<file path="src/sv/ghqr_pkg.sv">
// ----------------------------------------------------------------------------
// ghqr_pkg
// Shared constants, beat types and fixed-point helpers for the Givens
// rotation Hessenberg QR update unit.
// ----------------------------------------------------------------------------
package ghqr_pkg;

    localparam int MAX_DIM   = 32;
    localparam int FRAC_BITS = 16;
    localparam int DATA_W    = 32;
    localparam int IDX_W     = $clog2(MAX_DIM);
    localparam int RHS_N     = MAX_DIM + 1;
    localparam int RHS_AW    = $clog2(RHS_N);
    localparam int U_DEPTH   = RHS_N * MAX_DIM;
    localparam int U_AW      = $clog2(U_DEPTH);
    localparam int OPND_W    = DATA_W + 1;
    localparam int PROD_W    = 2 * OPND_W;
    localparam int FX_W      = PROD_W - FRAC_BITS;
    localparam int ACC_W     = FX_W + IDX_W + 1;
    localparam int NUM_W     = DATA_W + FRAC_BITS;
    localparam int RAD_W     = 2 * DATA_W;
    localparam int DEN_W     = DATA_W + 1;
    localparam int Q_W       = NUM_W;
    localparam int REM_W     = DATA_W + 4;

    localparam logic [1:0] OP_ENTRY = 2'd0;
    localparam logic [1:0] OP_START = 2'd1;
    localparam logic [1:0] OP_SOLVE = 2'd2;

    localparam logic KIND_RESID = 1'b0;
    localparam logic KIND_SOL   = 1'b1;

    localparam logic IT_SQRT = 1'b0;
    localparam logic IT_DIV  = 1'b1;

    localparam logic signed [DATA_W-1:0] D_MAX  = {1'b0, {(DATA_W-1){1'b1}}};
    localparam logic signed [DATA_W-1:0] D_MIN  = {1'b1, {(DATA_W-1){1'b0}}};
    localparam logic signed [DATA_W-1:0] FX_ONE = DATA_W'(64'd1 << FRAC_BITS);

    typedef struct packed {
        logic [1:0]               opcode;
        logic [4:0]               column;
        logic [5:0]               row;
        logic signed [DATA_W-1:0] value;
        logic                     last;
        logic [5:0]               count;
    } t_in_item;

    typedef struct packed {
        logic                     kind;
        logic [4:0]               index;
        logic signed [DATA_W-1:0] value_res;
        logic                     last_res;
        logic                     div_fault;
    } t_out_item;

    typedef struct packed {
        logic             start;
        logic             mode;
        logic [RAD_W-1:0] rad;
        logic [NUM_W-1:0] num;
        logic [DEN_W-1:0] den;
    } t_it_req;

    typedef struct packed {
        logic           done;
        logic [Q_W-1:0] q;
    } t_it_rsp;

    function automatic logic signed [FX_W-1:0] fx_round(input logic signed [PROD_W-1:0] p);
        logic signed [PROD_W-1:0] t;
        t = p + (PROD_W'(1) << (FRAC_BITS - 1));
        return t[PROD_W-1:FRAC_BITS];
    endfunction

    function automatic logic signed [DATA_W-1:0] sat32(input logic signed [ACC_W-1:0] v);
        if (&v[ACC_W-1:DATA_W-1] || ~|v[ACC_W-1:DATA_W-1]) begin
            return v[DATA_W-1:0];
        end
        return v[ACC_W-1] ? D_MIN : D_MAX;
    endfunction

    function automatic logic [DATA_W-1:0] mag32(input logic signed [DATA_W-1:0] a);
        return a[DATA_W-1] ? (~a + 1'b1) : a;
    endfunction

    function automatic logic signed [DATA_W-1:0] unit_ratio(input logic [Q_W-1:0] q,
                                                            input logic neg);
        logic signed [DATA_W-1:0] v;
        v = (q > Q_W'(FX_ONE)) ? FX_ONE : q[DATA_W-1:0];
        return neg ? -v : v;
    endfunction

    function automatic logic signed [DATA_W-1:0] sol_sat(input logic [Q_W-1:0] q,
                                                         input logic neg);
        logic big;
        big = |q[Q_W-1:DATA_W-1];
        if (neg) begin
            return big ? D_MIN : -q[DATA_W-1:0];
        end
        return big ? D_MAX : q[DATA_W-1:0];
    endfunction

    function automatic logic signed [DATA_W-1:0] resid_abs(input logic signed [DATA_W-1:0] r);
        if (r == D_MIN) begin
            return D_MAX;
        end
        return r[DATA_W-1] ? -r : r;
    endfunction

endpackage

</file>
<file path="src/sv/ghqr_iter.sv">
// ----------------------------------------------------------------------------
// ghqr_iter
// Shared iterative unit: integer square root at two radicand bits per cycle,
// or restoring division at one quotient bit per cycle.
// ----------------------------------------------------------------------------
module ghqr_iter (
    input  logic             i_clk,
    input  logic             i_rst_n,
    input  ghqr_pkg::t_it_req i_req,
    output ghqr_pkg::t_it_rsp o_rsp
);
    import ghqr_pkg::*;

    localparam int CNT_W = $clog2(NUM_W + 1);

    logic             r_busy;
    logic             r_done;
    logic             r_mode;
    logic [CNT_W-1:0] r_cnt;
    logic [REM_W-1:0] r_rem;
    logic [Q_W-1:0]   r_q;
    logic [RAD_W-1:0] r_src;
    logic [DEN_W-1:0] r_den;

    logic [REM_W-1:0] sh;
    logic [REM_W-1:0] trial;
    logic [REM_W-1:0] diff;
    logic             take;

    always_comb begin
        if (r_mode == IT_SQRT) begin
            sh    = {r_rem[REM_W-3:0], r_src[RAD_W-1 -: 2]};
            trial = {r_q[REM_W-3:0], 2'b01};
        end else begin
            sh    = {r_rem[REM_W-2:0], r_src[RAD_W-1]};
            trial = REM_W'(r_den);
        end
        take = (sh >= trial);
        diff = sh - trial;
    end

    always_ff @(posedge i_clk) begin
        if (!i_rst_n) begin
            r_busy <= 1'b0;
            r_done <= 1'b0;
        end else begin
            r_done <= 1'b0;
            if (i_req.start) begin
                r_busy <= 1'b1;
                r_mode <= i_req.mode;
                r_rem  <= '0;
                r_q    <= '0;
                r_den  <= i_req.den;
                if (i_req.mode == IT_SQRT) begin
                    r_src <= i_req.rad;
                    r_cnt <= CNT_W'(DATA_W);
                end else begin
                    r_src <= {i_req.num, {(RAD_W-NUM_W){1'b0}}};
                    r_cnt <= CNT_W'(NUM_W);
                end
            end else if (r_busy) begin
                r_rem <= take ? diff : sh;
                r_q   <= {r_q[Q_W-2:0], take};
                r_src <= (r_mode == IT_SQRT) ? (r_src << 2) : (r_src << 1);
                r_cnt <= r_cnt - 1'b1;
                if (r_cnt == CNT_W'(1)) begin
                    r_busy <= 1'b0;
                    r_done <= 1'b1;
                end
            end
        end
    end

    assign o_rsp.done = r_done;
    assign o_rsp.q    = r_q;

endmodule

</file>
<file path="config.mk">
export PLATFORM = sky130hd
export DESIGN_NAME = ghqr_iter
export DESIGN_NICKNAME = d
export VERILOG_FILES = /design/src/sv/ghqr_pkg.sv /design/src/sv/ghqr_iter.sv
export SDC_FILE = /design/constraint.sdc
export NUM_CORES = 1
export LEC_CHECK = 0
export BUFFER_PORTS_ARGS = -buffer_cell sky130_fd_sc_hd__buf_2
export CAP_MARGIN = 20
export CORE_UTILIZATION = 45
export CTS_CLUSTER_DIAMETER = 30
export DETAILED_ROUTE_END_ITERATION = 8
export PLACE_DENSITY = 0.66
export SLEW_MARGIN = 0
export SYNTH_ARGS = -nofsm -noshare
export SYNTH_HDL_FRONTEND = slang
export SYNTH_SLANG_ARGS = --single-unit
export TNS_END_PERCENT = 10
</file>
<file path="constraint.sdc">
create_clock -name i_clk -period 8.18 [get_ports i_clk]
set_clock_uncertainty 0.2 [all_clocks]
set_input_delay 1.636 -clock i_clk [delete_from_list [all_inputs] [get_ports i_clk]]
set_output_delay 1.636 -clock i_clk [all_outputs]
set_load 0.02 [all_outputs]
</file>
# [Yosys cells after proc, flatten, opt, wreduce, memory -nomap -nowiden]
# Index checks and enable logic that the tools add are counted.
[totals] register_bits=189 inputBits=149 output_inout_bits=49 elab_cells=34
[classes] add_sub_neg=2 order_cmp=1 eq_ne=1 mux=16 bitwise_logic=2 n_reduce_logical=4
[ops] operator="$mux 64" n=4
[ops] operator="$mux 36" n=2
[ops] operator="$mux 35" n=2
[ops] operator="$mux 48" n=1
[ops] operator="$ge 36x36->1" n=1
[ops] operator="$sub 35x35->35" n=1
[ops] operator="$mux 6" n=2
[ops] operator="$eq 6x1->1 const B" n=1
[ops] operator="$sub 6x1->6 const B" n=1
[ops] operator="$mux 5" n=1
[ops] operator="$mux 1" n=4
[ops] operator="$reduce_and 2->1" n=2
[ops] operator="$reduce_or 3->1" n=1
[ops] operator="$not 1->1" n=2
[ops] operator="$reduce_bool 2->1" n=1

# [Depth between registers and ports, before layout]
[depth] word_depth=4 ltp_mapped=18 mapped_depth_nobuf=13

# [Worst setup path before layout]
# No wires, ideal clock.
[synth_timing] path_type="in2reg" startpoint="input port i_req[146] (netlist name)" endpoint="register r_cnt[0], enable pin" setup_ns=0.527 t_arrival_ns=5.652 t_required_ns=7.453 slack_ns=1.802 cell_stages=3 n_path_buf=2 path_cell_list="clkbuf_1 -> clkbuf_1 -> o21a_1"
[synth_between] elab_chain_cells=2
[synth_rtl] element="start, declared" line="ghqr_iter.sv:9" source="input ghqr_pkg::t_it_req i_req,"
[synth_rtl] element="$reduce_bool 2->1 (no line)"
[synth_rtl] element="$reduce_and 2->1 (no line)"
[synth_rtl] element="end signal, assigned" line="ghqr_iter.sv:56" source="r_cnt <= CNT_W'(DATA_W);"
[synth_rtl] element="end signal, assigned" line="ghqr_iter.sv:59" source="r_cnt <= CNT_W'(NUM_W);"
[synth_rtl] element="end signal, assigned" line="ghqr_iter.sv:65" source="r_cnt <= r_cnt - 1'b1;"
[synth_rtl] element="end, declared" line="ghqr_iter.sv:19" source="logic [CNT_W-1:0] r_cnt;"
# Every way passes these cells.
# A chain may end at the register's enable or synchronous reset.

# [Worst setup path in the final report]
[layout_timing] startpoint="register r_mode" endpoint="register r_rem[29] (data pin)"
[layout_between] elab_chain_cells=4 elab_cells_between_ends=6 cone_classes="1 x add/sub; 1 x order compare; 4 x mux"
[layout_rtl] element="start, declared" line="ghqr_iter.sv:18" source="logic r_mode;"
[layout_rtl] element="start signal, assigned" line="ghqr_iter.sv:50" source="r_mode <= i_req.mode;"
[layout_rtl] element="$mux 36" line="ghqr_iter.sv:31" source="if (r_mode == IT_SQRT) begin"
[layout_rtl] element="$sub 35x35->35 or $ge 36x36->1 (tied branches)" line="ghqr_iter.sv:39, ghqr_iter.sv:38"
[layout_rtl] element="$mux 35 *" line="ghqr_iter.sv:62" source="r_rem <= take ? diff : sh;"
[layout_rtl] element="$mux 35 *" line="ghqr_iter.sv:61" source="end else if (r_busy) begin"
[layout_rtl] element="end signal, assigned" line="ghqr_iter.sv:62"
[layout_rtl] element="end, declared" line="ghqr_iter.sv:20" source="logic [REM_W-1:0] r_rem;"
# Mark *: on every way between the ends. The rest lies on a longest branch, timed or not. The select of a mux whose other input is x is not followed.

==> out/metrics.cfg <==
[route]
postRouteAntennaNets=0
drc_errors=0
viasPerCell=5.38
vias=8081
wire_per_inst_um=16.2
firstDrtPassIters=5
drt-initial-drc-count=531
wirelength_mm=24.3

[synthesis]
synth.most_common_cell=edfxtp_1
synthFlopType=edfxtp_1
syn_area_per_cell_um2=11.1
ys_types=63
seq_area_frac_synth=0.504
synth_top_area_share=0.501
yosys.area.top_type=edfxtp_1
synthesis.nets=1196
synth_common_cells=edfxtp_1, a21oi_1, nor2b_1
postSynthCellCount=1008
ys_top_cells_by_area=edfxtp_1, mux2i_1, nor2b_1
synth_edf_count=187
async_flop_share=0
ys_warn_count=0
synth-seq-cells=189
syn_area_mm2=0.0112

[global_routing]
globalRoute.busiestLayer=met2
met3_usage=0.0343
grt_usage=0.191
grt_use_met1=0.259
grt_max_degree=117
grt_use_met2=0.313
grt_first_pass_wirelength_mm=39.3
antenna_found_initial=0
grt_pass1_vias=7833
grt_overflow=0

[setup_path]
endpoint_kind=flop
timing.critical_path.mode_cell=a21oi_1
cp_num_buf_inv=2
crit_arrival_ns=4.28
cp_slowest_cell=a21oi_4
endpoint=r_rem[29]
worst_ep_required_time_ns=8.12
startpoint=r_mode
max_stage_delay_ns=0.78
start_kind=flop
r2r_end=r_rem[29]
crit_chain=buf_4, mux2i_1, ha_1, inv_1, fa_1, a21oi_1, o211ai_1, nand4_1, nand4_2, nand2_2, o21ai_4, a21oi_4, or3_1, a21oi_1
ff2ff_path_depth=14
path_max_fanout=35
path_class=flop to flop
crit_cells=14
worstReg2RegStart=r_mode
r2r_setup_slack_ns=3.84
path_delay_family=compound AO/OA/AOI/OAI gates

[sta]
drv_slew=0
fin_setup_tns_ns=0
max-slew-margin-rel=0.247
post-route-period-util=0.530
setup_viol=0
fin_crit_ns=4.34
grt_setup_unrepaired=no
max_slew.worst_pin.slew_ns=1.13
fmax_ghz=0.231
finalHoldViolCount=0
whs_ns=0.257

[die]
die_y_um=160
coreArea_mm2=0.0244
die_w_um=160
start_util=0.460
io-pin-count=198
rows=57
dieArea_mm2=0.0256

[clock_tree]
cts_root_buffer=clkbuf_16
clockBufferDepth=2
cts_sinks=189
cts_setup_buffers=0
hold_buffers=0
numCtsBuffers=17
clkTransAtPathRegs_ns=0.07
ctsResizeCount=0
cts_tree=done
worstSkewPairLatency_ns=0.44
cts_max_level=4

[cells_and_area]
syn_to_final_growth_pct=15.8
drive_above_1_share=0.246
fin_util=0.532
nets=1354
layout.cells.non_filler=1503
num_antenna_cells=0

[min_path]
hold_class=flop to flop
min_from=r_busy

[power]
total_leakage_power_nw=5.16
p_per_area_mw_per_mm2=218
power.total_mw=2.83
ir_drop_v=0.000134

[status]
status=completed

[place]
dp.cells=1470
gp_congestion=0.859
port_buffers=197
hpwl_mm=16.5

[run]
drv_cap=0

-- worst register-to-register path, stage by stage (launching register included) --
cell,delay (ns)
edfxtp_1,0.35
buf_4,0.43
mux2i_1,0.37
ha_1,0.21
inv_1,0.05
fa_1,0.43
a21oi_1,0.27
o211ai_1,0.16
nand4_1,0.13
nand4_2,0.11
nand2_2,0.16
o21ai_4,0.09
a21oi_4,0.78
or3_1,0.23
a21oi_1,0.07
-- area by class of cell --
| cell class | count | area [µm²] |
|---|---|---|
| fill | 2203 | 11400 |
| sequential | 189 | 5660 |
| multi-input combinational | 733 | 5190 |
| timing repair buffer | 206 | 1080 |
| clock buffer | 19 | 433 |
| tap | 324 | 405 |
| clock inverter | 13 | 140 |
| inverter | 19 | 71.3 |
-- cells by family (layout without fill, tap and decap cells) --
logic type                 count (synthesis)  count (layout)  synth area share
adders and majority gates                 39              39            0.0442
AOI/OAI and AO/OA                        253             253             0.145
xor gates and xnor gates                  32              32            0.0250
buffers and inverters                     86             257            0.0337
muxes                                    130             130             0.120
and+or+nand+nor                          279             279             0.128
DFF                                      189             189             0.504
-- flip-flops by register name, summed over array words and instances (netlist names) --
register  count
r_src        64
r_q          48
r_rem        35
r_den        33
r_cnt         6
r_busy        1
r_done        1
r_mode        1
-- per-layer routing --
| layer | vias to the layer above | part of all wire |
|---|---|---|
| met5 | - | 0 |
| met4 | 0 | 0.011 |
| met3 | 22 | 0.041 |
| met2 | 193 | 0.46 |
| met1 | 3803 | 0.48 |
| li1 | 4063 | - |
-- worst min path at each step --
stage	endpoint	slack [ns]	cells after the start
after floorplan	r_done	0.22	2
after global placement	r_done	0.24	2
after detailed placement	r_done	0.25	2
after CTS	r_done	0.26	2
after global routing	r_done	0.27	2
final	r_done	0.26	2
-- placed cells by master, fill, tap and decap left out, types with 23 or more instances in the layout --
cell type / netlist / final
o21ai_0: 23 / 23
buf_2: 11 / 196
mux2_2: 36 / 36
mux2i_1: 94 / 94
nor2b_1: 96 / 96
a211oi_1: 56 / 56
ha_1: 38 / 38
nor2_1: 34 / 34
a21oi_1: 111 / 111
nand2_1: 92 / 92
edfxtp_1: 187 / 187
-- power by group --
group	switching (mW)	internal, mW
Combinational	0.465	0.330
Clock	0.377	0.453
Sequential	0.0363	1.17
Total	0.879	1.95
-- metrics by stage --
stage	worst slack, ns	area [µm²]
2_1_floorplan	1.80	11200
3_3_place_gp	3.85	12400
3_5_place_dp	3.71	12400
4_1_cts	3.85	13000
5_1_grt	3.55	13000
6_report	3.84	13000
No activity file was read; power rests on OpenSTA's default activity.
