[src/sv/ghqr_ram.sv]
// ----------------------------------------------------------------------------
// ghqr_ram
// Simple dual-port synchronous RAM with one write port and one read port
// whose data is registered.
// ----------------------------------------------------------------------------
module ghqr_ram #(
    parameter int DEPTH = 32,
    parameter int WIDTH = 32
) (
    input  logic                     i_clk,
    input  logic                     i_we,
    input  logic [$clog2(DEPTH)-1:0] i_waddr,
    input  logic [WIDTH-1:0]         i_wdata,
    input  logic [$clog2(DEPTH)-1:0] i_raddr,
    output logic [WIDTH-1:0]         o_rdata
);

    logic [WIDTH-1:0] mem [DEPTH];

    always_ff @(posedge i_clk) begin
        if (i_we) begin
            mem[i_waddr] <= i_wdata;
        end
        o_rdata <= mem[i_raddr];
    end

endmodule

[config.mk]
export PLATFORM = sky130hd
export DESIGN_NAME = ghqr_ram
export DESIGN_NICKNAME = d
export VERILOG_FILES = /design/src/sv/ghqr_ram.sv
export SDC_FILE = /design/constraint.sdc
export NUM_CORES = 1
export LEC_CHECK = 0
export ABC_AREA = 0
export BUFFER_PORTS_ARGS = -buffer_cell sky130_fd_sc_hd__buf_2
export CORE_ASPECT_RATIO = 1.25
export CORE_MARGIN = 10
export CORE_UTILIZATION = 44
export DETAILED_ROUTE_END_ITERATION = 6
export PLACE_DENSITY = 0.71
export SETUP_SLACK_MARGIN = 0.2
export SLEW_MARGIN = 20
export SYNTH_ARGS = -nofsm -noshare
export SYNTH_HDL_FRONTEND = slang
export SYNTH_SLANG_ARGS = --single-unit
[constraint.sdc]
create_clock -name i_clk -period 2.4 [get_ports i_clk]
set_input_delay 0.12 -clock i_clk [delete_from_list [all_inputs] [get_ports i_clk]]
set_output_delay 0.12 -clock i_clk [all_outputs]
set_load 0.1 [all_outputs]
## Word-level counts from Yosys, hierarchy flattened

Memories as Yosys holds them, arrays and structs flattened. A register that Yosys moved wholly into a read port is not among the register bits.
Index checks and enable logic that the tools add are counted.
W data, S select, Z words.

| storage, ports and cells | value |
|---|---|
| bits in registers | 0 |
| latch bits | 0 |
| bits in writable memories | 1024 |
| ROM bits | 0 |
| bits of input ports | 44 |
| output and inout port bits | 32 |
| memories kept | 1 |

Memory list:

| memory | words | width | read ports | clocked after memory_dff | write ports | line | text |
|---|---|---|---|---|---|---|---|
| mem | 32 | 32 | 1 | 1 | 1 | 18 | `logic [WIDTH-1:0] mem [DEPTH];` |

| cells by class | value |
|---|---|
| add/sub/neg operators | 0 |
| multipliers | 0 |
| div/mod/pow operators | 0 |
| magnitude comparators | 0 |
| eq/ne operators | 0 |
| shift-type cells | 0 |
| muxes and demuxes | 2 |
| bitwise logic cells | 0 |
| reductions and logical operators | 0 |

Operator list:

| kind | number |
|---|---|
| $mux W1 | 2 |

## Logic depth before layout (Yosys ltp)

Gate-level depths: netlist (run 1).

| depth | value |
|---|---|
| depth after elaboration | 2 |
| mapped depth | 8 |
| depth with buffers taken out | 5 |

## Worst setup path after synthesis (run 1)

OpenSTA, ideal clock, no wires.

| timing | value |
|---|---|
| path type | input port to flip-flop |
| start | in i_waddr[1] |
| end | mem mem[12][0], enable pin |
| setup time | 421 ps |
| data arrival time | 2133 ps |
| required time | 1979 ps |
| path slack | -154 ps |
| cell stages on the path | 3 |
| buffers on the path | 1 |
| cell sequence | or3b_2 > clkbuf_1 > nor2_1 |

RTL lines:

| what | line | text |
|---|---|---|
| start: declaration | 12 | `input logic [$clog2(DEPTH)-1:0] i_waddr,` |
| end: declaration | 18 |  |

No word-level cell before the write port.

## Worst setup path in the final report (run 1)

| timing | value |
|---|---|
| start | reg o_rdata[14], read port of mem |
| end | out o_rdata[14] |

RTL lines:

| what | line | text |
|---|---|---|
| start: declaration | 15 | `output logic [WIDTH-1:0] o_rdata` |

No word-level cell between the ends.

==> summary.txt, run 1 <==
Run status
  • Status: finished, final reports clean

Floorplan
  • Placement Rows: 124
  • Die area: 105,000 µm²
  • Top Ports: 76
  • Die X: 291 µm
  • Placeable core region: 91,400 µm²
  • Die Y-Extent: 359 µm
  • Initial standard-cell utilization of the core: 44.3%

Place
  • Post-placement cell count: 3,517
  • Worst slack at placement: 0.452 ns
  • Number of buffer cells added on primary ports: 75
  • Routability cong.: 0.795
  • Dpl hpwl: 53,900 µm

Worst setup path
  • Sort of element at the end of the critical path: output port
  • Top cell family by delay on the critical path: buffers and inverters
  • Category of the worst setup path launch point: flip-flop
  • Arrival time of data at the critical path endpoint: 1.65 ns
  • Number of cells traversed by the worst register-to-register path: 5
  • Worst path depth: 1
  • Data required time of the worst path: 2.28 ns
  • Register-to-register setup slack: 1.04 ns
  • Class of the most critical setup path: reg2out
  • Buffer and inverter count on the worst path: 1
  • Critical R2R Capture: o_rdata[26]$_DFF_P_
  • Cell breakdown of the critical path: buf_2
  • Startpoint of the most critical register-to-register path: mem[1][26]$_DFFE_PP_
  • Top fanout value on the critical path: 1
  • Largest stage delay on the critical path: 0.51 ns
  • Worst-path cell with the longest stage delay: sky130_fd_sc_hd__buf_2

Cells and area
  • Post-route insts no fill: 3,715
  • Layout overhead on the synthesized area: 15.1%
  • Nets@finish: 2,488
  • Final standard cell utilization of the core: 51.0%
  • Filler instances: 7,099
  • Proportion of layout cells with a drive suffix above 1: 14.7%

Power
  • Combinational cell fraction of total power: 6.6%
  • Design Power: 38,100 µW
  • Worst IR drop on VDD: 0.000499 V
  • Internal power of the cells: 29,800 µW
  • Switching share of total power: 21.9%
  • Power density over cell area: 818 nW/µm²
  • Sequential share of power: 54.0%
  • Leak pwr: 0.0162 µW
  • Clk network pwr share: 39.4%
  • Sw power: 8330 µW

Clock network
  • Clock tree from TritonCTS: yes
  • Inserted Clock Buffers: 93
  • Max H-tree Level: 3
  • Hold-fix buffer count after cts: 29
  • Clock root buffer master: sky130_fd_sc_hd__clkbuf_16
  • Largest buffer count on any clock path: 3
  • Clk sinks: 1,056
  • Clock Pin Slew Worst Setup and Hold Paths: 0.07 ns
  • Cells resized by post-CTS repair: 0
  • Clock latency on the worst-skew pair: 0.65 ns
  • # Post-CTS Setup Buffers: 0

Synthesis
  • Post-synthesis net count: 2,304
  • Post-synth EDFFs: 1,024
  • Synthesized area per cell: 17.9 µm²
  • Combined area of all synthesized cells: 40,500 µm²
  • Biggest area contributors in the synthesized netlist: sky130_fd_sc_hd__edfxtp_1 76%, sky130_fd_sc_hd__mux2i_1 13%, sky130_fd_sc_hd__a22oi_1 1.8%
  • Number of cells produced by synthesis: 2,260
  • Number of warning messages in the yosys log: 0
  • Most used flip-flop cell after synthesis: sky130_fd_sc_hd__edfxtp_1
  • List of most frequent post-synthesis cells: 1,024 x sky130_fd_sc_hd__edfxtp_1, 512 x sky130_fd_sc_hd__mux2i_1, 98 x sky130_fd_sc_hd__nand2_1, 98 x sky130_fd_sc_hd__nand3_1
  • Number of distinct standard cells referenced by the synthesized netlist: 25
  • Leading cell type by number of instances after synthesis: sky130_fd_sc_hd__edfxtp_1
  • Top-area cell type share of the netlist area: 76.0%
  • Yosys reg bits: 1,056
  • Share of synthesized area occupied by flip-flops and latches: 77.5%
  • Cell accounting for the most synthesized area: sky130_fd_sc_hd__edfxtp_1
  • Share of synthesized flip-flops with an asynchronous set or reset: 0%

Drt
  • Total number of vias: 21,400
  • DRT Wirelength: 97,400 µm
  • Via-to-Cell Ratio: 5.75
  • Number of DRC markers in iteration 0: 2,368
  • Detailed-routing iteration count for the pre-antenna-repair pass: 5
  • DRC Markers: 0
  • Post-detailed-route wirelength per cell: 26.2 µm
  • Antenna violation net count after detailed routing: 0

Min path
  • Worst hold path startpoint: i_wdata[7]
  • Capture endpoint of the worst hold path: mem[19][7]$_DFFE_PP_
  • Type of the most critical hold path: in2reg
  • Number of cells on the worst hold path: 1

Run
  • Count of max-cap constraint violations: 0

GRT
  • Maximum number of pins on one net before global-route repair: 71
  • Vias in the first global route: 21,800
  • Initial antenna violation count: 7
  • Remaining Overflow, GRT: 0
  • Wire length of the first global-routing pass: 143,000 µm
  • Aggregate global-route resource usage: 18.1%

Timing
  • Final worst slack: 0.634 ns
  • Final hold vios: 0
  • Highest Clock Rate: 0.566 GHz
  • Final-report setup violation count: 0
  • Pin slew with the least headroom to its limit: 0.649 ns
  • Tmin final: 1.77 ns
  • Post-route clock skew: 0.0257 ns
  • RSZ-0062 raised after global routing: no
  • Max Slew Vio Count: 0
  • Final cycle utilization of the critical path: 73.6%
  • Fin Setup TNS: 0 ns
  • Slew Limit Headroom: 56.8%
==> flip-flops by register name, summed over array words and instances, names as in the netlist <==
name,flops
o_rdata,32
mem,1024
==> power by group through the flow <==
| stage | clock network [µW] | logic (µW) | registers, µW |
|---|---|---|---|
| 3_5_place_dp | 0 | 2460 | 21000 |
| 5_1_grt | 15900 | 2640 | 20600 |
| 4_1_cts | 15200 | 2510 | 20600 |
| 3_3_place_gp | 0 | 2410 | 21000 |
| 2_1_floorplan | 0 | 1060 | 21500 |
| 6_report | 15000 | 2510 | 20600 |
==> how the worst max path moves through the flow <==
stage	start	endpoint	slack, ns
after floorplan	i_waddr[1]	mem[12][0]$_DFFE_PP_	-0.15
after global placement	i_waddr[1]	mem[20][22]$_DFFE_PP_	0.46
after detailed placement	i_waddr[1]	mem[20][19]$_DFFE_PP_	0.45
after CTS	o_rdata[14]$_DFF_P_	o_rdata[14]	0.60
after global routing	o_rdata[14]$_DFF_P_	o_rdata[14]	0.64
final	o_rdata[14]$_DFF_P_	o_rdata[14]	0.63
==> kinds of logic after synthesis <==
kind of cell / synth area share, %
muxes: 12.7
DFF: 77.5
buffers and inverters: 1.86
AOI/OAI and AO/OA: 4.85
and+or+nand+nor: 3.10
==> stage by stage <==
| step | hold slack (ns) | area (µm²) |
|---|---|---|
| 2_1_floorplan | 0.219 | 40500 |
| 6_report | 0.0481 | 46600 |
| 5_1_grt | 0.0471 | 46600 |
| 3_5_place_dp | 0.579 | 43200 |
| 3_3_place_gp | 0.571 | 43200 |
| 4_1_cts | 0.0157 | 46600 |
==> per-layer routing <==
layer	vias to the layer above	GRT usage, %	routed length, µm
li1	9357	-	-
met1	11000	22.5	38100
met4	12	6.46	2870
met3	172	2.73	6250
met5	-	0	69
met2	858	31.7	50100
==> layout make-up <==
type	instances	area, µm²	share of cell area, %
Sequential cell	1056	31400	67.3
Multi-Input combinational cell	1077	8610	18.5
Clock buffer	111	2520	5.41
Timing Repair Buffer	216	2030	4.35
Tap cell	1197	1500	3.21
Clock inverter	56	559	1.20
Antenna cell	2	5.00	0.0107
==> placed cells by master, fill, tap and decap left out, types with 2 or more instances in the layout <==
| master | n |
|---|---|
| sky130_fd_sc_hd__bufinv_16 | 10 |
| sky130_fd_sc_hd__diode_2 | 2 |
| sky130_fd_sc_hd__dlygate4sd3_1 | 29 |
| sky130_fd_sc_hd__nand2b_2 | 2 |
| sky130_fd_sc_hd__edfxtp_1 | 1024 |
| sky130_fd_sc_hd__clkinv_4 | 3 |
| sky130_fd_sc_hd__clkbuf_8 | 4 |
| sky130_fd_sc_hd__a22o_1 | 64 |
| sky130_fd_sc_hd__or3b_2 | 3 |
| sky130_fd_sc_hd__a21oi_1 | 96 |
| sky130_fd_sc_hd__clkinv_2 | 12 |
| sky130_fd_sc_hd__clkbuf_1 | 10 |
| sky130_fd_sc_hd__nand3_1 | 98 |
| sky130_fd_sc_hd__buf_12 | 41 |
| sky130_fd_sc_hd__nor3_1 | 32 |
| sky130_fd_sc_hd__a31oi_1 | 32 |
| sky130_fd_sc_hd__buf_4 | 71 |
| sky130_fd_sc_hd__inv_6 | 3 |
| sky130_fd_sc_hd__dfxtp_1 | 32 |
| sky130_fd_sc_hd__clkinvlp_4 | 9 |
| sky130_fd_sc_hd__nand2_1 | 97 |
| sky130_fd_sc_hd__mux2i_1 | 512 |
| sky130_fd_sc_hd__clkbuf_16 | 97 |
| sky130_fd_sc_hd__buf_2 | 74 |
| sky130_fd_sc_hd__nor2_4 | 33 |
| sky130_fd_sc_hd__a22oi_1 | 96 |
| sky130_fd_sc_hd__clkinv_1 | 18 |
| sky130_fd_sc_hd__nand3b_1 | 5 |
No activity file was read; power rests on OpenSTA's default activity.
==> run 2: changes to the inputs <==
Settings changed: PLACE_DENSITY 0.71 to 0.68.
Clock period 2.4 ns to 1.65 ns, I/O delays scaled along.
==> run 2 against run 1 <==
  * Worst hold slack improved by 0.0062 ns
  * Wire length up 4.6%
  * Core utilization increased by 1.4 points
  * Flip-flop and latch count is the same
  * Clock power rose by 47%
  * Critical path depth did not move
  * Sequential power increased by 46%
  * Worst setup slack worse by 0.39 ns
  * Sequential share of layout area shrank 1.8 points
  * Largest cell class unchanged
==> summary.txt, run 2 (synthesis gave the netlist of run 1 again) <==
Worst setup path
  • Class of the most critical setup path: reg2out
  • Sort of element at the end of the critical path: output port
  • Top fanout value on the critical path: 1
  • Buffer and inverter count on the worst path: 1
  • Worst-path cell with the longest stage delay: sky130_fd_sc_hd__dfxtp_1
  • Arrival time of data at the critical path endpoint: 1.33 ns
  • Category of the worst setup path launch point: flip-flop
  • Cell breakdown of the critical path: buf_12
  • Data required time of the worst path: 1.57 ns
  • Largest stage delay on the critical path: 0.45 ns
  • Top cell family by delay on the critical path: flip-flops

Floorplan
  • Top Ports: 76
  • Initial standard-cell utilization of the core: 44.3%
  • Placeable core region: 91,400 µm²
  • Die area: 105,000 µm²
  • Die Y-Extent: 359 µm
  • Placement Rows: 124
  • Die X: 291 µm

Drt
  • Via-to-Cell Ratio: 5.73
  • Detailed-routing iteration count for the pre-antenna-repair pass: 5
  • Total number of vias: 21,800
  • Post-detailed-route wirelength per cell: 26.8 µm
  • Number of DRC markers in iteration 0: 2,199
  • DRC Markers: 0
  • DRT Wirelength: 102,000 µm
  • Antenna violation net count after detailed routing: 0

Cells and area
  • Footprint of the flip-flops and latches: 31,400 µm²
  • Area occupied by multi-input gates: 8630 µm²
  • Top reg by flops: mem
  • Commonest non-fill, non-tap cell in the layout: sky130_fd_sc_hd__edfxtp_1
  • Top library cells by usage in the layout, fill and taps aside: 1,024 x sky130_fd_sc_hd__edfxtp_1, 512 x sky130_fd_sc_hd__mux2i_1, 130 x sky130_fd_sc_hd__buf_4, 97 x sky130_fd_sc_hd__nand2_1, 97 x sky130_fd_sc_hd__nand3_1
  • Count of inserted antenna diode cells: 0
  • Top flop regs: mem (1024), o_rdata (32)
  • Layout overhead on the synthesized area: 18.3%
  • Final standard cell area without fillers: 47,900 µm²
  • Max FFs per register: 1,024
  • Proportion of layout cells with a drive suffix above 1: 17.4%
  • Nets@finish: 2,569
  • Filler instances: 7,063

GRT
  • Wire length of the first global-routing pass: 149,000 µm
  • Maximum number of pins on one net before global-route repair: 52
  • Vias in the first global route: 22,200
  • Initial antenna violation count: 6
  • Aggregate global-route resource usage: 19.0%
  • Remaining Overflow, GRT: 0

Timing
  • Slew Limit Headroom: 59.4%
  • RSZ-0062 raised after global routing: no
  • Fin Setup TNS: 0 ns
  • Final cycle utilization of the critical path: 85.3%
  • Tmin final: 1.41 ns
  • Final-report setup violation count: 0
  • Final hold vios: 0
  • Pin slew with the least headroom to its limit: 0.609 ns
  • Max Slew Vio Count: 0
  • Post-route clock skew: 0.0225 ns
  • Hold WS: 0.0543 ns
  • Highest Clock Rate: 0.710 GHz

Clock network
  • Largest buffer count on any clock path: 3
  • Clock tree from TritonCTS: yes
  • Clock Pin Slew Worst Setup and Hold Paths: 0.07 ns
  • Clk sinks: 1,056
  • Clock latency on the worst-skew pair: 0.66 ns
  • Clock root buffer master: sky130_fd_sc_hd__clkbuf_16
  • Inserted Clock Buffers: 93
  • Max H-tree Level: 3
  • # Post-CTS Setup Buffers: 0

Place
  • Number of buffer cells added on primary ports: 75
  • Routability cong.: 0.819
  • Post-detailed-placement cell area: 44,300 µm²
  • Dpl hpwl: 59,000 µm

Run
  • Count of max-cap constraint violations: 0

Min path
  • Type of the most critical hold path: in2reg

Power
  • Design Power: 55,900 µW
  • Power density over cell area: 1170 nW/µm²
  • Worst IR drop on VDD: 0.000722 V
  • Leak pwr: 0.0168 µW

Run status
  • Status: finished, final reports clean
-- run 2: cell types whose count changed in the layout (fill, tap and decap cells not counted), moves of 4 or more --
cell / before / now
sky130_fd_sc_hd__clkinv_1: 18 / 13
sky130_fd_sc_hd__clkinvlp_4: 9 / 5
sky130_fd_sc_hd__buf_12: 41 / 82
sky130_fd_sc_hd__buf_4: 71 / 130
sky130_fd_sc_hd__buf_6: 0 / 7
sky130_fd_sc_hd__clkbuf_1: 10 / 20
sky130_fd_sc_hd__clkbuf_8: 4 / 10
sky130_fd_sc_hd__buf_2: 74 / 42
-- run 2: where the power goes --
| part | switching [µW] | total [µW] | internal, µW |
|---|---|---|---|
| Clock | 9450 | 22000 | 12500 |
| Sequential | 164 | 30000 | 29800 |
| Combinational | 2640 | 3930 | 1280 |
| Total | 12300 | 55900 | 43600 |
-- run 2: what timing repair did --
action	in CTS	in global routing
setup endpoints to repair	32	2
resized for setup	51	3
hold buffers	32	0
endpoints found under the hold margin	1024	0
-- run 2: cell type report --
type,instances,area share [%]
Multi-Input combinational cell,1077,18.0
Timing Repair Buffer,297,6.86
Clock buffer,124,5.35
Sequential cell,1056,65.5
Clock inverter,48,1.12
Tap cell,1197,3.13
-- run 2: final timing paths --
| kind | endpoint | slack (ns) | cells after the start | from |
|---|---|---|---|---|
| setup reg to reg | o_rdata[12]$_DFF_P_ | 0.31 | 5 | mem[2][12]$_DFFE_PP_ |
| hold / removal | o_rdata[5]$_DFF_P_ | 0.05 | 6 | i_raddr[2] |
| setup / recovery | o_rdata[9] | 0.24 | 1 | o_rdata[9]$_DFF_P_ |
| hold reg to reg | o_rdata[22]$_DFF_P_ | 0.60 | 4 | mem[11][22]$_DFFE_PP_ |
-- run 2: per-stage QoR --
step	utilization, %	setup WS, ns	cells
final	52.4	0.242	3799
after global routing	52.4	0.198	3799
after CTS	52.4	0.163	3799
after detailed placement	48.5	-0.0865	3595
after global placement	48.5	-0.0692	3595
after floorplan	-	-0.116	2260
-- run 2: routing by layer --
metal  track usage (%)  part of all wire [%]  routed length [µm]  up-vias
met3              2.72                   6.1                6190      206
met1              23.6                    39               39800    11200
met4              6.90                   3.3                3360       10
met2              33.2                    51               52400      822
li1                  -                     -                   -     9498
met5                 0                 0.047                  48        -
==> run 3: changes to the inputs <==
Settings changed: CAP_MARGIN set to 20, CORE_UTILIZATION 44 to 47, PLACE_DENSITY 0.68 to 0.72.
==> run 3 against run 2 <==
  * Critical path type unchanged
  * Largest cell class unchanged
  * Critical path depth unchanged
  * Clock-buffer cell count increased by 2
  * Clock power shrank 7%
  * Combinational power hardly changed
  * Power is 2.8% lower
  * Global-route usage rose by 0.82 points
  * Final cell count fell by 3.3%
  * Die area down 6.0%
==> summary.txt, run 3 (synthesis gave the netlist of run 1 again) <==
Worst setup path
  • Top fanout value on the critical path: 1
  • Critical R2R Capture: o_rdata[17]$_DFF_P_
  • Data required time of the worst path: 1.57 ns
  • Register-to-register setup slack: 0.32 ns
  • Worst-path cell with the longest stage delay: sky130_fd_sc_hd__dfxtp_2
  • Largest stage delay on the critical path: 0.45 ns
  • Cell breakdown of the critical path: buf_8
  • Buffer and inverter count on the worst path: 1
  • Number of cells traversed by the worst register-to-register path: 5
  • Sort of element at the end of the critical path: output port
  • Top cell family by delay on the critical path: flip-flops
  • Category of the worst setup path launch point: flip-flop
  • Startpoint of the most critical register-to-register path: mem[4][17]$_DFFE_PP_
  • Arrival time of data at the critical path endpoint: 1.35 ns
  • Class of the most critical setup path: reg2out

Cells and area
  • Top flop regs: mem (1024), o_rdata (32)
  • Final standard cell area without fillers: 47,400 µm²
  • Nets@finish: 2,546
  • Proportion of layout cells with a drive suffix above 1: 16.6%
  • Filler instances: 6,311
  • Top reg by flops: mem
  • Layout overhead on the synthesized area: 17.0%
  • Top library cells by usage in the layout, fill and taps aside: 1,024 x sky130_fd_sc_hd__edfxtp_1, 512 x sky130_fd_sc_hd__mux2i_1, 110 x sky130_fd_sc_hd__buf_4, 97 x sky130_fd_sc_hd__nand2_1, 97 x sky130_fd_sc_hd__nand3_1
  • Count of inserted antenna diode cells: 0
  • Max FFs per register: 1,024
  • Commonest non-fill, non-tap cell in the layout: sky130_fd_sc_hd__edfxtp_1
  • Final standard cell utilization of the core: 55.4%

Floorplan
  • Top Ports: 76
  • Die X: 283 µm
  • Placeable core region: 85,600 µm²
  • Die Y-Extent: 348 µm
  • Initial standard-cell utilization of the core: 47.3%
  • Die area: 98,400 µm²
  • Placement Rows: 120

Place
  • Dpl hpwl: 55,700 µm
  • Routability cong.: 0.813
  • Number of buffer cells added on primary ports: 75
  • Post-detailed-placement cell area: 44,100 µm²

Drt
  • DRC Markers: 0
  • Total number of vias: 21,700
  • Number of DRC markers in iteration 0: 2,133
  • Top Metal Used: met5
  • Total met3 wirelength after detailed routing: 6370 µm
  • Antenna violation net count after detailed routing: 0
  • Post-detailed-route wirelength per cell: 26.7 µm
  • Detailed-routing iteration count for the pre-antenna-repair pass: 7
  • Via-to-Cell Ratio: 5.91
  • Metal1 wirelength: 37,900 µm
  • DRT Wirelength: 98,200 µm
  • Routed wire length on met2: 50,200 µm

Clock network
  • Clock tree from TritonCTS: yes
  • Clock latency on the worst-skew pair: 0.66 ns
  • Max H-tree Level: 3
  • Clock root buffer master: sky130_fd_sc_hd__clkbuf_16
  • Clock Pin Slew Worst Setup and Hold Paths: 0.06 ns
  • # Post-CTS Setup Buffers: 0
  • Inserted Clock Buffers: 90
  • Clk sinks: 1,056
  • Largest buffer count on any clock path: 3

Power
  • Switching share of total power: 22.0%
  • Internal power of the cells: 42,400 µW
  • Leak pwr: 0.0166 µW
  • Power density over cell area: 1150 nW/µm²
  • Clk network pwr share: 37.6%
  • Worst IR drop on VDD: 0.000717 V
  • Sw power: 11,900 µW
  • Combinational cell fraction of total power: 7.2%
  • Sequential share of power: 55.2%

GRT
  • Vias in the first global route: 22,200
  • Initial antenna violation count: 6
  • Aggregate global-route resource usage: 19.8%
  • Wire length of the first global-routing pass: 144,000 µm
  • Remaining Overflow, GRT: 0
  • Maximum number of pins on one net before global-route repair: 51

Run status
  • Status: finished, final reports clean

Min path
  • Type of the most critical hold path: in2reg
  • Number of cells on the worst hold path: 6
  • Capture endpoint of the worst hold path: o_rdata[14]$_DFF_P_
  • Worst hold path startpoint: i_raddr[2]

Timing
  • RSZ-0062 raised after global routing: no
  • Slew Limit Headroom: 61.8%
  • Pin slew with the least headroom to its limit: 0.574 ns
  • Fin Setup TNS: 0 ns
  • Highest Clock Rate: 0.697 GHz
  • Post-route clock skew: 0.0147 ns
  • Final cycle utilization of the critical path: 87.0%
  • Final hold vios: 0
  • Max Slew Vio Count: 0
  • Final-report setup violation count: 0
  • Tmin final: 1.44 ns

Run
  • Count of max-cap constraint violations: 0
-- run 3: cell count changes in the layout (fill, tap and decap cells not counted), sizes merged --
cell,delta
clkinv,+3
clkinvlp,-3
buf,-21
dlygate4sd3,+1
bufinv,-7
clkbuf,+2
inv,-1
-- run 3: metal layers --
metal,up-vias,GRT usage [%]
li1,9468,-
met5,-,0
met3,197,2.67
met1,11100,24.9
met2,896,34.1
met4,12,8.17
-- run 3: layout make-up --
cell class              count  area, µm²  area share (%)
multi-input cells        1077       8630            18.2
clock inverters            40        279           0.589
flip-flops and latches   1056      31400            66.3
well taps                1098       1370            2.90
repair buffers            277       3140            6.62
clock buffers             126       2550            5.39
-- run 3: what timing repair did --
item	4_1_cts	5_1_grt
gates resized for setup	53	2
hold endpoints to repair	1025	0
setup endpoints to repair	32	2
hold buffers	33	0
-- run 3: worst max-delay path by stage --
stage / depth (start not counted) / slack [ns] / endpoint / start
floorplan: 2 / -0.12 / mem[10][0]$_DFFE_PP_ / i_waddr[0]
global placement: 8 / -0.12 / o_rdata[10]$_DFF_P_ / i_raddr[0]
detailed placement: 8 / -0.09 / o_rdata[10]$_DFF_P_ / i_raddr[0]
CTS: 1 / 0.16 / o_rdata[13] / o_rdata[13]$_DFF_P_
global route: 1 / 0.21 / o_rdata[28] / o_rdata[28]$_DFF_P_
finish: 1 / 0.21 / o_rdata[13] / o_rdata[13]$_DFF_P_
-- run 3: power groups by stage --
stage	combinational (µW)	clock (µW)	sequential (µW)
detailed placement	3750	0	30600
global route	4140	21700	30000
CTS	3930	20700	30000
finish	3930	20400	30000
global placement	3680	0	30500
floorplan	1590	0	31300
-- run 3: through the flow --
stage	setup WS, ns	power, µW	hold slack, ns	cells
CTS	0.156	54600	0.0246	3674
detailed placement	-0.0865	34300	0.584	3475
floorplan	-0.116	32800	0.181	2260
global placement	-0.117	34200	0.543	3475
finish	0.215	54300	0.0613	3674
global route	0.214	55800	0.0866	3674
